`config.mk`:
```
export PLATFORM = sky130hd
export DESIGN_NAME = buzzer_note_sequencer
export DESIGN_NICKNAME = d
export VERILOG_FILES = /design/src/rtl/bns_pkg.sv /design/src/rtl/bns_div.sv /design/src/rtl/bns_regs.sv /design/src/rtl/buzzer_note_sequencer.sv
export SDC_FILE = /design/constraint.sdc
export NUM_CORES = 1
export LEC_CHECK = 0
export BUFFER_PORTS_ARGS = -buffer_cell sky130_fd_sc_hd__buf_4
export CAP_MARGIN = 20
export CORE_MARGIN = 3
export CORE_UTILIZATION = 55
export DETAILED_ROUTE_END_ITERATION = 6
export HOLD_SLACK_MARGIN = 0.08
export PLACE_DENSITY = 0.82
export SLEW_MARGIN = 20
export SYNTH_ARGS = -nofsm -noshare
export SYNTH_HDL_FRONTEND = slang
export SYNTH_SLANG_ARGS = --single-unit
export TNS_END_PERCENT = 30
```
`constraint.sdc`:
```
create_clock -name clk -period 4.5 [get_ports clk]
set_input_delay 0.45 -clock clk [delete_from_list [all_inputs] [get_ports clk]]
set_output_delay 0.45 -clock clk [all_outputs]
set_load 0.005 [all_outputs]
```
`src/rtl/bns_pkg.sv`:
```
// ----------------------------------------------------------------------------
// bns_pkg
// Shared types and constants for the buzzer note sequencer.
// ----------------------------------------------------------------------------
package bns_pkg;

  localparam int NOTE_SLOTS = 6;
  localparam int SLOT_W     = 3;
  localparam int CFG_IDX_W  = 3;
  localparam int CFG_DATA_W = 48;
  localparam int CLK_W      = 32;
  localparam int TICK_W     = 16;
  localparam int FREQ_W     = 16;
  localparam int IN_DATA_W  = 8;
  localparam int OUT_DATA_W = 72;

  // register indexes
  localparam logic [CFG_IDX_W-1:0] REG_CLOCK_HZ   = 3'd0;
  localparam logic [CFG_IDX_W-1:0] REG_NOTE_FIRST = 3'd1;

  localparam logic [CLK_W-1:0]      CLOCK_HZ_RST = 32'd48000000;
  localparam logic [CFG_DATA_W-1:0] NOTE0_RST    = 48'd1589138098448;
  localparam logic [CFG_DATA_W-1:0] NOTE1_RST    = 48'd1589138229520;
  localparam logic [CFG_DATA_W-1:0] NOTE2_RST    = 48'd12884905822080;
  localparam logic [CFG_DATA_W-1:0] NOTE_ZERO    = 48'd0;

  localparam logic [CLK_W-1:0] PERIOD_SAT = 32'hFFFF_FFFF;

  typedef enum logic [1:0] {
    OP_TICK  = 2'd0,
    OP_START = 2'd1,
    OP_STOP  = 2'd2
  } op_t;

  // one note table word, frequency in the low bits
  typedef struct packed {
    logic [TICK_W-1:0] len_ticks;
    logic [TICK_W-1:0] sound_ticks;
    logic [FREQ_W-1:0] freq;
  } note_t;

  // divider handshake
  typedef struct packed {
    logic             start;
    logic [CLK_W-1:0] dividend;
    logic [FREQ_W-1:0] divisor;
  } div_req_t;

  typedef struct packed {
    logic             done;
    logic [CLK_W-1:0] quotient;
  } div_rsp_t;

endpackage

```
`src/rtl/bns_div.sv`:
```
// ----------------------------------------------------------------------------
// bns_div
// Bit-serial restoring divider, one quotient bit per cycle.
// ----------------------------------------------------------------------------
module bns_div (
  input  logic              clk,
  input  logic              rst_n,
  input  bns_pkg::div_req_t req,
  output bns_pkg::div_rsp_t rsp
);
  import bns_pkg::*;

  logic [FREQ_W-1:0]  rem_r, rem_nxt;
  logic [CLK_W-1:0]   quo_r, quo_nxt;
  logic [FREQ_W-1:0]  dvs_r;
  logic [4:0]         cnt_r;
  logic               busy_r;
  logic               done_r;
  logic [FREQ_W:0]    trial;
  logic [FREQ_W+1:0]  diff;
  logic               ge;

  // shift next dividend bit into the partial remainder, trial subtract
  always_comb begin
    trial   = {rem_r, quo_r[CLK_W-1]};
    diff    = {1'b0, trial} - {2'b00, dvs_r};
    ge      = ~diff[FREQ_W+1];
    rem_nxt = ge ? diff[FREQ_W-1:0] : trial[FREQ_W-1:0];
    quo_nxt = {quo_r[CLK_W-2:0], ge};
  end

  always_ff @(posedge clk) begin
    if (!rst_n) begin
      busy_r <= 1'b0;
      done_r <= 1'b0;
      cnt_r  <= '0;
    end else begin
      done_r <= busy_r && (cnt_r == '0);
      if (req.start) begin
        busy_r <= 1'b1;
        cnt_r  <= 5'(CLK_W - 1);
      end else if (busy_r) begin
        cnt_r <= cnt_r - 5'd1;
        if (cnt_r == '0) begin
          busy_r <= 1'b0;
        end
      end
    end
  end

  always_ff @(posedge clk) begin
    if (req.start) begin
      quo_r <= req.dividend;
      rem_r <= '0;
      dvs_r <= req.divisor;
    end else if (busy_r) begin
      quo_r <= quo_nxt;
      rem_r <= rem_nxt;
    end
  end

  assign rsp.done     = done_r;
  assign rsp.quotient = quo_r;

endmodule

```
`src/rtl/bns_regs.sv`:
```
// ----------------------------------------------------------------------------
// bns_regs
// Configuration registers: tone clock and the note table, one read port.
// ----------------------------------------------------------------------------
module bns_regs (
  input  logic                                clk,
  input  logic                                rst_n,
  input  logic                                wr_en,
  input  logic [bns_pkg::CFG_IDX_W-1:0]       wr_index,
  input  logic [bns_pkg::CFG_DATA_W-1:0]      wr_data,
  input  logic [bns_pkg::SLOT_W-1:0]          rd_slot,
  output bns_pkg::note_t                      rd_note,
  output logic [bns_pkg::CLK_W-1:0]           clock_hz
);
  import bns_pkg::*;

  logic [CLK_W-1:0]      clock_hz_r;
  logic [CFG_DATA_W-1:0] note_r [NOTE_SLOTS];

  always_ff @(posedge clk) begin
    if (!rst_n) begin
      clock_hz_r <= CLOCK_HZ_RST;
      for (int i = 0; i < NOTE_SLOTS; i++) begin
        case (i)
          0:       note_r[i] <= NOTE0_RST;
          1:       note_r[i] <= NOTE1_RST;
          2:       note_r[i] <= NOTE2_RST;
          default: note_r[i] <= NOTE_ZERO;
        endcase
      end
    end else if (wr_en) begin
      if (wr_index == REG_CLOCK_HZ) begin
        clock_hz_r <= wr_data[CLK_W-1:0];
      end
      for (int i = 0; i < NOTE_SLOTS; i++) begin
        if (wr_index == REG_NOTE_FIRST + CFG_IDX_W'(i)) begin
          note_r[i] <= wr_data;
        end
      end
    end
  end

  // slots past the table read as an empty note
  assign rd_note  = (rd_slot < SLOT_W'(NOTE_SLOTS)) ? note_t'(note_r[rd_slot]) : note_t'('0);
  assign clock_hz = clock_hz_r;

endmodule

```
`src/rtl/buzzer_note_sequencer.sv`:
```
// ----------------------------------------------------------------------------
// buzzer_note_sequencer
// Plays a run of notes from a six-slot table; one status result per item.
// ----------------------------------------------------------------------------
// Flow: IDLE -> PUSH when no tone period is loaded (stop, bad start, unused
//   opcode, tick that does not move to a new note); IDLE -> LOAD -> PUSH when a
//   zero frequency saturates the period; IDLE -> LOAD -> DIV -> PUSH when a period
//   is divided out by the 32-step bit-serial divider (one quotient bit per cycle).
// Throughput: one item at a time; next item taken once the result is queued.
// Reset: rst_n synchronous, active low; clears sequencer state and restores
//   the default tone clock and note table.
// ----------------------------------------------------------------------------
module buzzer_note_sequencer (
  input  logic                                clk,
  input  logic                                rst_n,
  // input stream
  input  logic                                in_tvalid,
  output logic                                in_tready,
  input  logic [bns_pkg::IN_DATA_W-1:0]       in_tdata,   // opcode[1:0], first_note[4:2],
                                                          // note_total[7:5]
  // result stream
  output logic                                out_tvalid,
  input  logic                                out_tready,
  output logic [bns_pkg::OUT_DATA_W-1:0]      out_tdata,  // buzzer_enable[0], tone_running[1],
                                                          // tone_period[33:2],
                                                          // tone_compare[64:34], playing[65],
                                                          // note_position[68:66], zero pad
  // configuration write
  input  logic                                cfg_valid,
  output logic                                cfg_ready,
  input  logic [bns_pkg::CFG_IDX_W-1:0]       cfg_index,
  input  logic [bns_pkg::CFG_DATA_W-1:0]      cfg_data
);
  import bns_pkg::*;

  // Sequencer states. LOAD fetches the new note's frequency, DIV waits on
  // the period divider, PUSH hands the status to the output register.
  typedef enum logic [3:0] {
    S_IDLE = 4'b0001,
    S_LOAD = 4'b0010,
    S_DIV  = 4'b0100,
    S_PUSH = 4'b1000
  } state_t;

  state_t              state_r, state_nxt;

  // architectural state
  logic                active_r, active_nxt;
  logic [TICK_W-1:0]   tick_r, tick_nxt;
  logic [SLOT_W-1:0]   slot_r, slot_nxt;
  logic [SLOT_W-1:0]   end_r, end_nxt;
  logic                buzz_r, buzz_nxt;
  logic                tone_r, tone_nxt;
  logic [CLK_W-1:0]    period_r, period_nxt;

  // output register
  logic                   out_valid_r;
  logic [OUT_DATA_W-1:0]  out_data_r;

  // decoded input transaction
  op_t                 op;
  logic [SLOT_W-1:0]   first_note;
  logic [SLOT_W-1:0]   note_total;
  logic                in_acc;
  logic                push;

  // helpers
  note_t               cur_note;
  logic [CLK_W-1:0]    clock_hz;
  logic [TICK_W-1:0]   cnt;
  logic [SLOT_W:0]     end_sum;
  logic [SLOT_W-1:0]   next_slot;
  div_req_t            div_req;
  div_rsp_t            div_rsp;

  assign op         = op_t'(in_tdata[1:0]);
  assign first_note = in_tdata[4:2];
  assign note_total = in_tdata[7:5];
  assign in_tready  = (state_r == S_IDLE);
  assign in_acc     = in_tvalid && in_tready;
  assign cfg_ready  = 1'b1;
  assign push       = (state_r == S_PUSH) && (!out_valid_r || out_tready);

  bns_regs u_regs (
    .clk      (clk),
    .rst_n    (rst_n),
    .wr_en    (cfg_valid && cfg_ready),
    .wr_index (cfg_index),
    .wr_data  (cfg_data),
    .rd_slot  (slot_r),
    .rd_note  (cur_note),
    .clock_hz (clock_hz)
  );

  bns_div u_div (
    .clk   (clk),
    .rst_n (rst_n),
    .req   (div_req),
    .rsp   (div_rsp)
  );

  // Divider kicks off in LOAD with the note now in slot_r; a zero frequency
  // skips it and saturates the period.
  assign div_req.start    = (state_r == S_LOAD) && (cur_note.freq != '0);
  assign div_req.dividend = clock_hz;
  assign div_req.divisor  = cur_note.freq;

  always_comb begin
    state_nxt  = state_r;
    active_nxt = active_r;
    tick_nxt   = tick_r;
    slot_nxt   = slot_r;
    end_nxt    = end_r;
    buzz_nxt   = buzz_r;
    tone_nxt   = tone_r;
    period_nxt = period_r;
    cnt        = tick_r + TICK_W'(1);
    end_sum    = {1'b0, first_note} + {1'b0, note_total};
    next_slot  = slot_r + SLOT_W'(1);

    case (state_r)
      S_IDLE: begin
        if (in_acc) begin
          state_nxt = S_PUSH;
          case (op)
            OP_START: begin
              if (first_note >= SLOT_W'(NOTE_SLOTS) || note_total == '0) begin
                // bad start: run ends at once, period kept
                active_nxt = 1'b0;
                slot_nxt   = '0;
                tick_nxt   = '0;
                buzz_nxt   = 1'b0;
                tone_nxt   = 1'b0;
              end else begin
                if (end_sum > (SLOT_W+1)'(NOTE_SLOTS)) begin
                  end_nxt = SLOT_W'(NOTE_SLOTS);
                end else begin
                  end_nxt = end_sum[SLOT_W-1:0];
                end
                slot_nxt   = first_note;
                tick_nxt   = '0;
                active_nxt = 1'b1;
                buzz_nxt   = 1'b1;
                tone_nxt   = 1'b1;
                state_nxt  = S_LOAD;
              end
            end
            OP_STOP: begin
              buzz_nxt   = 1'b0;
              tone_nxt   = 1'b0;
              active_nxt = 1'b0;
            end
            OP_TICK: begin
              if (active_r) begin
                tick_nxt = cnt;
                if (cnt >= cur_note.sound_ticks) begin
                  buzz_nxt = 1'b0;
                end
                if (cnt >= cur_note.len_ticks) begin
                  tick_nxt = '0;
                  if (next_slot >= end_r || next_slot >= SLOT_W'(NOTE_SLOTS)) begin
                    active_nxt = 1'b0;
                    slot_nxt   = '0;
                    buzz_nxt   = 1'b0;
                    tone_nxt   = 1'b0;
                  end else begin
                    slot_nxt  = next_slot;
                    buzz_nxt  = 1'b1;
                    tone_nxt  = 1'b1;
                    state_nxt = S_LOAD;
                  end
                end
              end
            end
            default: begin
              // unused opcode: report present state
            end
          endcase
        end
      end
      S_LOAD: begin
        if (cur_note.freq == '0) begin
          period_nxt = PERIOD_SAT;
          state_nxt  = S_PUSH;
        end else begin
          state_nxt = S_DIV;
        end
      end
      S_DIV: begin
        if (div_rsp.done) begin
          period_nxt = div_rsp.quotient;
          state_nxt  = S_PUSH;
        end
      end
      S_PUSH: begin
        if (push) begin
          state_nxt = S_IDLE;
        end
      end
      default: begin
        state_nxt = S_IDLE;
      end
    endcase
  end

  always_ff @(posedge clk) begin
    if (!rst_n) begin
      state_r     <= S_IDLE;
      active_r    <= 1'b0;
      tick_r      <= '0;
      slot_r      <= '0;
      end_r       <= '0;
      buzz_r      <= 1'b0;
      tone_r      <= 1'b0;
      period_r    <= '0;
      out_valid_r <= 1'b0;
    end else begin
      state_r  <= state_nxt;
      active_r <= active_nxt;
      tick_r   <= tick_nxt;
      slot_r   <= slot_nxt;
      end_r    <= end_nxt;
      buzz_r   <= buzz_nxt;
      tone_r   <= tone_nxt;
      period_r <= period_nxt;
      if (push) begin
        out_valid_r <= 1'b1;
      end else if (out_tready) begin
        out_valid_r <= 1'b0;
      end
    end
  end

  // result payload, captured as the transaction is queued
  always_ff @(posedge clk) begin
    if (push) begin
      out_data_r <= {3'b000, slot_r, active_r, period_r[CLK_W-1:1], period_r,
                     tone_r, buzz_r};
    end
  end

  assign out_tvalid = out_valid_r;
  assign out_tdata  = out_data_r;

  // --------------------------------------------------------------------------
  // Assertions
  // --------------------------------------------------------------------------
  a_div_done_in_div : assert property (@(posedge clk) disable iff (!rst_n)
    div_rsp.done |-> (state_r == S_DIV))
    else $error("divider finished outside the divide state");

  a_slot_in_run : assert property (@(posedge clk) disable iff (!rst_n)
    active_r |-> (slot_r < end_r) && (end_r <= SLOT_W'(NOTE_SLOTS)))
    else $error("current slot outside the active run");

  a_acc_leaves_idle : assert property (@(posedge clk) disable iff (!rst_n)
    in_acc |=> (state_r != S_IDLE))
    else $error("accepted transaction did not start processing");

  a_push_gives_valid : assert property (@(posedge clk) disable iff (!rst_n)
    push |=> out_tvalid)
    else $error("queued result not presented");

endmodule
```
[Word-level counts from Yosys, hierarchy flattened]
Memories as Yosys holds them, arrays and structs flattened. A register that Yosys moved wholly into a read port is not among the register bits.
Cells that the tools add are included.
Cells by class
  $add $sub $neg: 5
  $lt $le $gt $ge: 7
  equal/unequal tests: 19
  mux-type cells: 78
  bitwise logic cells: 8
  reductions and logical operators: 28
Operators with widths (count)
  48-bit two-way mux: 7
  32-bit two-way mux: 4
  32-bit one-hot mux with 2 select lines: 1
  16-bit two-way mux: 3
  1-bit two-way mux: 39
  16-bit >= comparator: 2
  4-bit two-way mux: 8
  16-bit one-hot mux with 2 select lines: 1
  3-bit two-way mux: 7
  17-bit by 16-bit subtractor with 18-bit output: 1
  16-bit by 1-bit adder with 16-bit output, second input constant: 1
  16-bit zero test: 1
  4-bit one-hot mux with 4 select lines: 1
  16-bit nonzero test: 1
  5-bit AND reduction: 3
  5-bit two-way mux: 2
  3-bit == test, second input constant: 3
  1-bit one-hot mux with 3 select lines: 3
  3-bit AND reduction: 3
  4-bit one-hot mux with 2 select lines: 1
  4-bit AND reduction: 2
  2-bit nonzero test: 4
  3-bit by 2-bit == test with 1-bit output, second input constant: 2
  3-bit >= comparator, second input constant: 2
  27 further kinds: 43
Storage, ports and cells
  register bits: 234
  bits in writable memories: 288
  input port bits: 64
  output and inout port bits: 75
  word-level logic and storage cells: 163
  memories kept: 1
Memories
  u_regs.note_r: depth 6, bits a word 48, rd ports 1, clocked after memory_dff 1, write ports 6, line bns_regs.sv:18  | logic [CFG_DATA_W-1:0] note_r [NOTE_SLOTS];

[Longest topological paths before layout]
  word-level depth: 9
  depth in mapped cells: 18
  depth with buffers taken out: 12

[Hierarchy]
Synthesis repeated with hierarchy kept, for this count alone.
Second synthesis, totals
  cells, all modules: 1841
  area, all modules: 23015.8 um^2
Modules (own cells, without submodules)
  bns_regs: instances 1, cells each 1043, area each 14123.5 um^2, seq. area each 9288.9 um^2
  buzzer_note_sequencer: instances 1, cells each 484, area each 5161.2 um^2, seq. area each 2382.3 um^2
  bns_div: instances 1, cells each 314, area each 3731.1 um^2, seq. area each 1901.8 um^2

[Least setup slack after synthesis]
Ideal clock, no wire load.
  path type: input -> register
  start: input cfg_index[1] (netlist bit)
  end: memory u_regs.note_r[0][0], enable pin
  setup time: 520 ps
  arrival: 4219 ps
  required time: 3980 ps
  setup slack: -239 ps
  cell stages on the path: 3
  path buffers: 1
  cell sequence: nand2b_1 -> clkbuf_1 -> o21ai_0
RTL lines
  start, declared: line buzzer_note_sequencer.sv:31  | input logic [bns_pkg::CFG_IDX_W-1:0] cfg_index,
  end, declared: line bns_regs.sv:18

==> out/qor.yml <==
status: "complete, no violations"
cp_slowest_cell: "dfxtp_4"
num_rows: 74
crit_path_end_kind: "flip-flop"
grt_use_total_pct: 24.4
synth_cells: 1781
power_per_cell_area_nw_per_um2: 388
synth_edf_count: 374
syn_area_per_cell_um2: 12.9
gp_congestion: 0.825
synth-main-ff-cell: "edfxtp_1"
dr.pass1.iters: 5
netlist_area_um2: 23000
nets: 1989
r2r_setup_slack_ps: 760
cts_hold_buf: 0
pre_cts_ws_ps: 755
ir_worst_vdd_uv: 290
initial_core_util_pct: 56.0
hold_class: "in2reg"
fin_ws_ps: 759
reg2reg_to: "tick_r[4]"
grt_pass1_vias: 15100
drive_above_1_share_pct: 20.0
grt_pass1_wl_um: 84200
p_total_uw: 10100
cts_tree: "done"
synth_xor_area_share_pct: 1.26
io_pins: 139
clk_pin_slew_ps: 60
die_w_um: 211
leakage_uw: 0.00944
slew_headroom_pct: 34.3
start_kind: "flip-flop"
drt_wl_total_um: 54200
slew_violations: 0
clockBufferDepth: 3
post_cts_resize_count: 0
clock.fmax_mhz: 267
root_buffer: "clkbuf_16"
drc: 0
clk_latency_ps: 610
hold_viol: 0
synth-simple-area-share_pct: 14.6
drt_iter0_drc: 1414
cp.required_ps: 5040
period_needed_ps: 3740
post_cts_buffers: 0
area_growth_pct: 13.0
yosys_warnings: 0
max_cap_viol_count: 0
path_class: "reg2reg"
dp_hpwl_um: 33500
min_period_over_period_pct: 83.1
synth_top_family_by_area: "simple AND/OR/NAND/NOR gates"
synth_seq_cells: 494
synth-async-reset-ratio_pct: 0
cts-htree-levels: 2
yosys.area_share.adder_pct: 3.27
numCtsBuffers: 49
slowest_delay_ps: 650
setup_viol: 0
r2r_cells: 10
coreArea_um2: 41100
routed_via_density: 6.07
synthMuxAreaShare_pct: 8.97
rsz0062_at_grt: "no"
antenna_found_initial: 1
diodes: 0
synth_compound_area_share_pct: 8.71
overflow: 0
post-route-util_pct: 63.3
die_h_um: 211
dieArea_um2: 44400
seq_area_frac_synth_pct: 59.2
ant_nets: 0
wire_per_inst_um: 22.2
critPathMaxFanout: 23
finalClockSkew_ps: 24.3
clock_sinks: 494
grt_max_degree: 54
synth_cell_types: 77
worst_slew_pin_slew_ps: 985
buffer_ports.inserted: 134
cp_cell_sequence: "mux4_2 -> o211ai_1 -> ha_1 -> a21o_1 -> a2111oi_0 -> o21ai_0 -> a31oi_4 -> nand3_4 -> nor2_1 -> a32o_1"
via_count: 14800
cp.arrival_ps: 4280
crit_end: "tick_r[4]"
==> cell type report <==
| cell class | instances | area [um2] |
|---|---|---|
| Timing Repair Buffer | 177 | 1420 |
| Sequential cell | 494 | 13600 |
| Clock buffer | 75 | 1430 |
| Clock inverter | 16 | 158 |
| Fill cell | 2939 | 15100 |
| Tap cell | 532 | 666 |
| Inverter | 32 | 120 |
| Multi-Input combinational cell | 1112 | 8600 |
==> flip-flops by register name (all words and copies together), names as in the netlist, named ones only <==
signal and flops:
active_r 1, buzz_r 1, end_r 3, out_tdata 38
out_tvalid 1, period_r 32, slot_r 3, state_r 4
tick_r 16, tone_r 1, u_div.busy_r 1, u_div.cnt_r 5
u_div.done_r 1, u_div.dvs_r 16, u_div.quo_r 32, u_div.rem_r 16
u_regs.clock_hz 32, u_regs.note_r 288
==> report_power, final <==
part	internal, uW	switching, uW
Combinational	367	520
Clock	2270	1750
Sequential	5110	91.6
==> critical path, delay by kind of cell (launching register included) <==
family,cells,cell delay [ps]
compound gates,6,1460
fa+ha+maj,1,290
flops,1,650
mux,1,570
simple gates,2,700
==> metal layers <==
metal | global-route usage, % | wire [um]
met1 | 32.8 | 21800
met2 | 40.7 | 26900
met3 | 4.20 | 4170
met4 | 8.08 | 1320
met5 | 0 | 0
==> cell usage in the layout (no fill, tap or decap), types with 22 or more instances in the layout <==
master       n
nand3_1     37
edfxtp_1   374
inv_1       32
mux2i_1     69
clkbuf_16   50
a21oi_1     30
or3_1       39
and2_1     264
o21ai_0     27
o211ai_1    31
ha_1        57
nand2_1    133
nor2_1      48
o221a_2     32
buf_4      170
xnor2_1     22
a21boi_0    26
dfxtp_1    117
a211oi_1    22
mux4_2      39
==> stage by stage <==
step	TNS, ps	cells	cell area (um2)	hold slack (ps)
floorplan	-35770	1783	23000	400
finish	0	2438	26000	106
detailed placement	0	2346	24400	417
global placement	0	2346	24400	423
CTS	0	2437	26000	82.3
global route	0	2438	26000	107
==> worst min-delay path by stage <==
stage,start,to,slack [ps],cells past startpoint
after detailed placement,period_r[3],out_tdata[36],420,0
after global routing,cfg_data[11],u_regs.clock_hz[11],110,3
after global placement,period_r[3],out_tdata[36],420,0
after floorplan,buzz_r,out_tdata[0],400,0
after CTS,cfg_data[11],u_regs.clock_hz[11],80,3
final,cfg_data[11],u_regs.clock_hz[11],110,3
==> logic make-up (layout without fill, tap and decap cells) <==
logic type               Yosys count  count (layout)
AND/OR/NAND/NOR                  614             614
flip-flops                       494             494
AO/OA/AOI/OAI                    258             258
buffers and inverters            177             300
multiplexers                     144             144
adder cells (fa/ha/maj)           59              59
XOR/XNOR                          33              33
other                              2               4
==> synthesized netlist by cell type (all sizes together) (3+ instances only) <==
cell	count	share of area, %
o211a	7	0.30
a22oi	7	0.25
nor3	11	0.24
o21ai	34	0.74
nand2	133	2.2
ha	57	3.1
mux2	34	1.9
nor2	55	0.93
nand3	38	0.88
nor3b	6	0.20
or3	40	1.1
nor4b	3	0.11
a21boi	27	0.88
and2	265	7.2
nor2b	13	0.36
a32o	9	0.39
o211ai	31	1.0
mux4	41	4.0
a21oi	30	0.65
edfxtp	374	49
a2bb2oi	4	0.15
and3	16	0.43
xor2	11	0.42
o2111ai	5	0.19
buf	66	2.1
nand2b	15	0.41
xnor2	22	0.84
dfxtp	120	10
a21o	10	0.33
a311oi	6	0.23
a31oi	3	0.15
nor4	4	0.11
o221a	32	1.6
mux2i	69	3.0
and3b	3	0.11
inv	32	0.52
nand3b	3	0.098
o21a	14	0.46
clkbuf	79	1.3
nand4	4	0.11
a211oi	22	0.72
(Power assumes the default switching activity.)
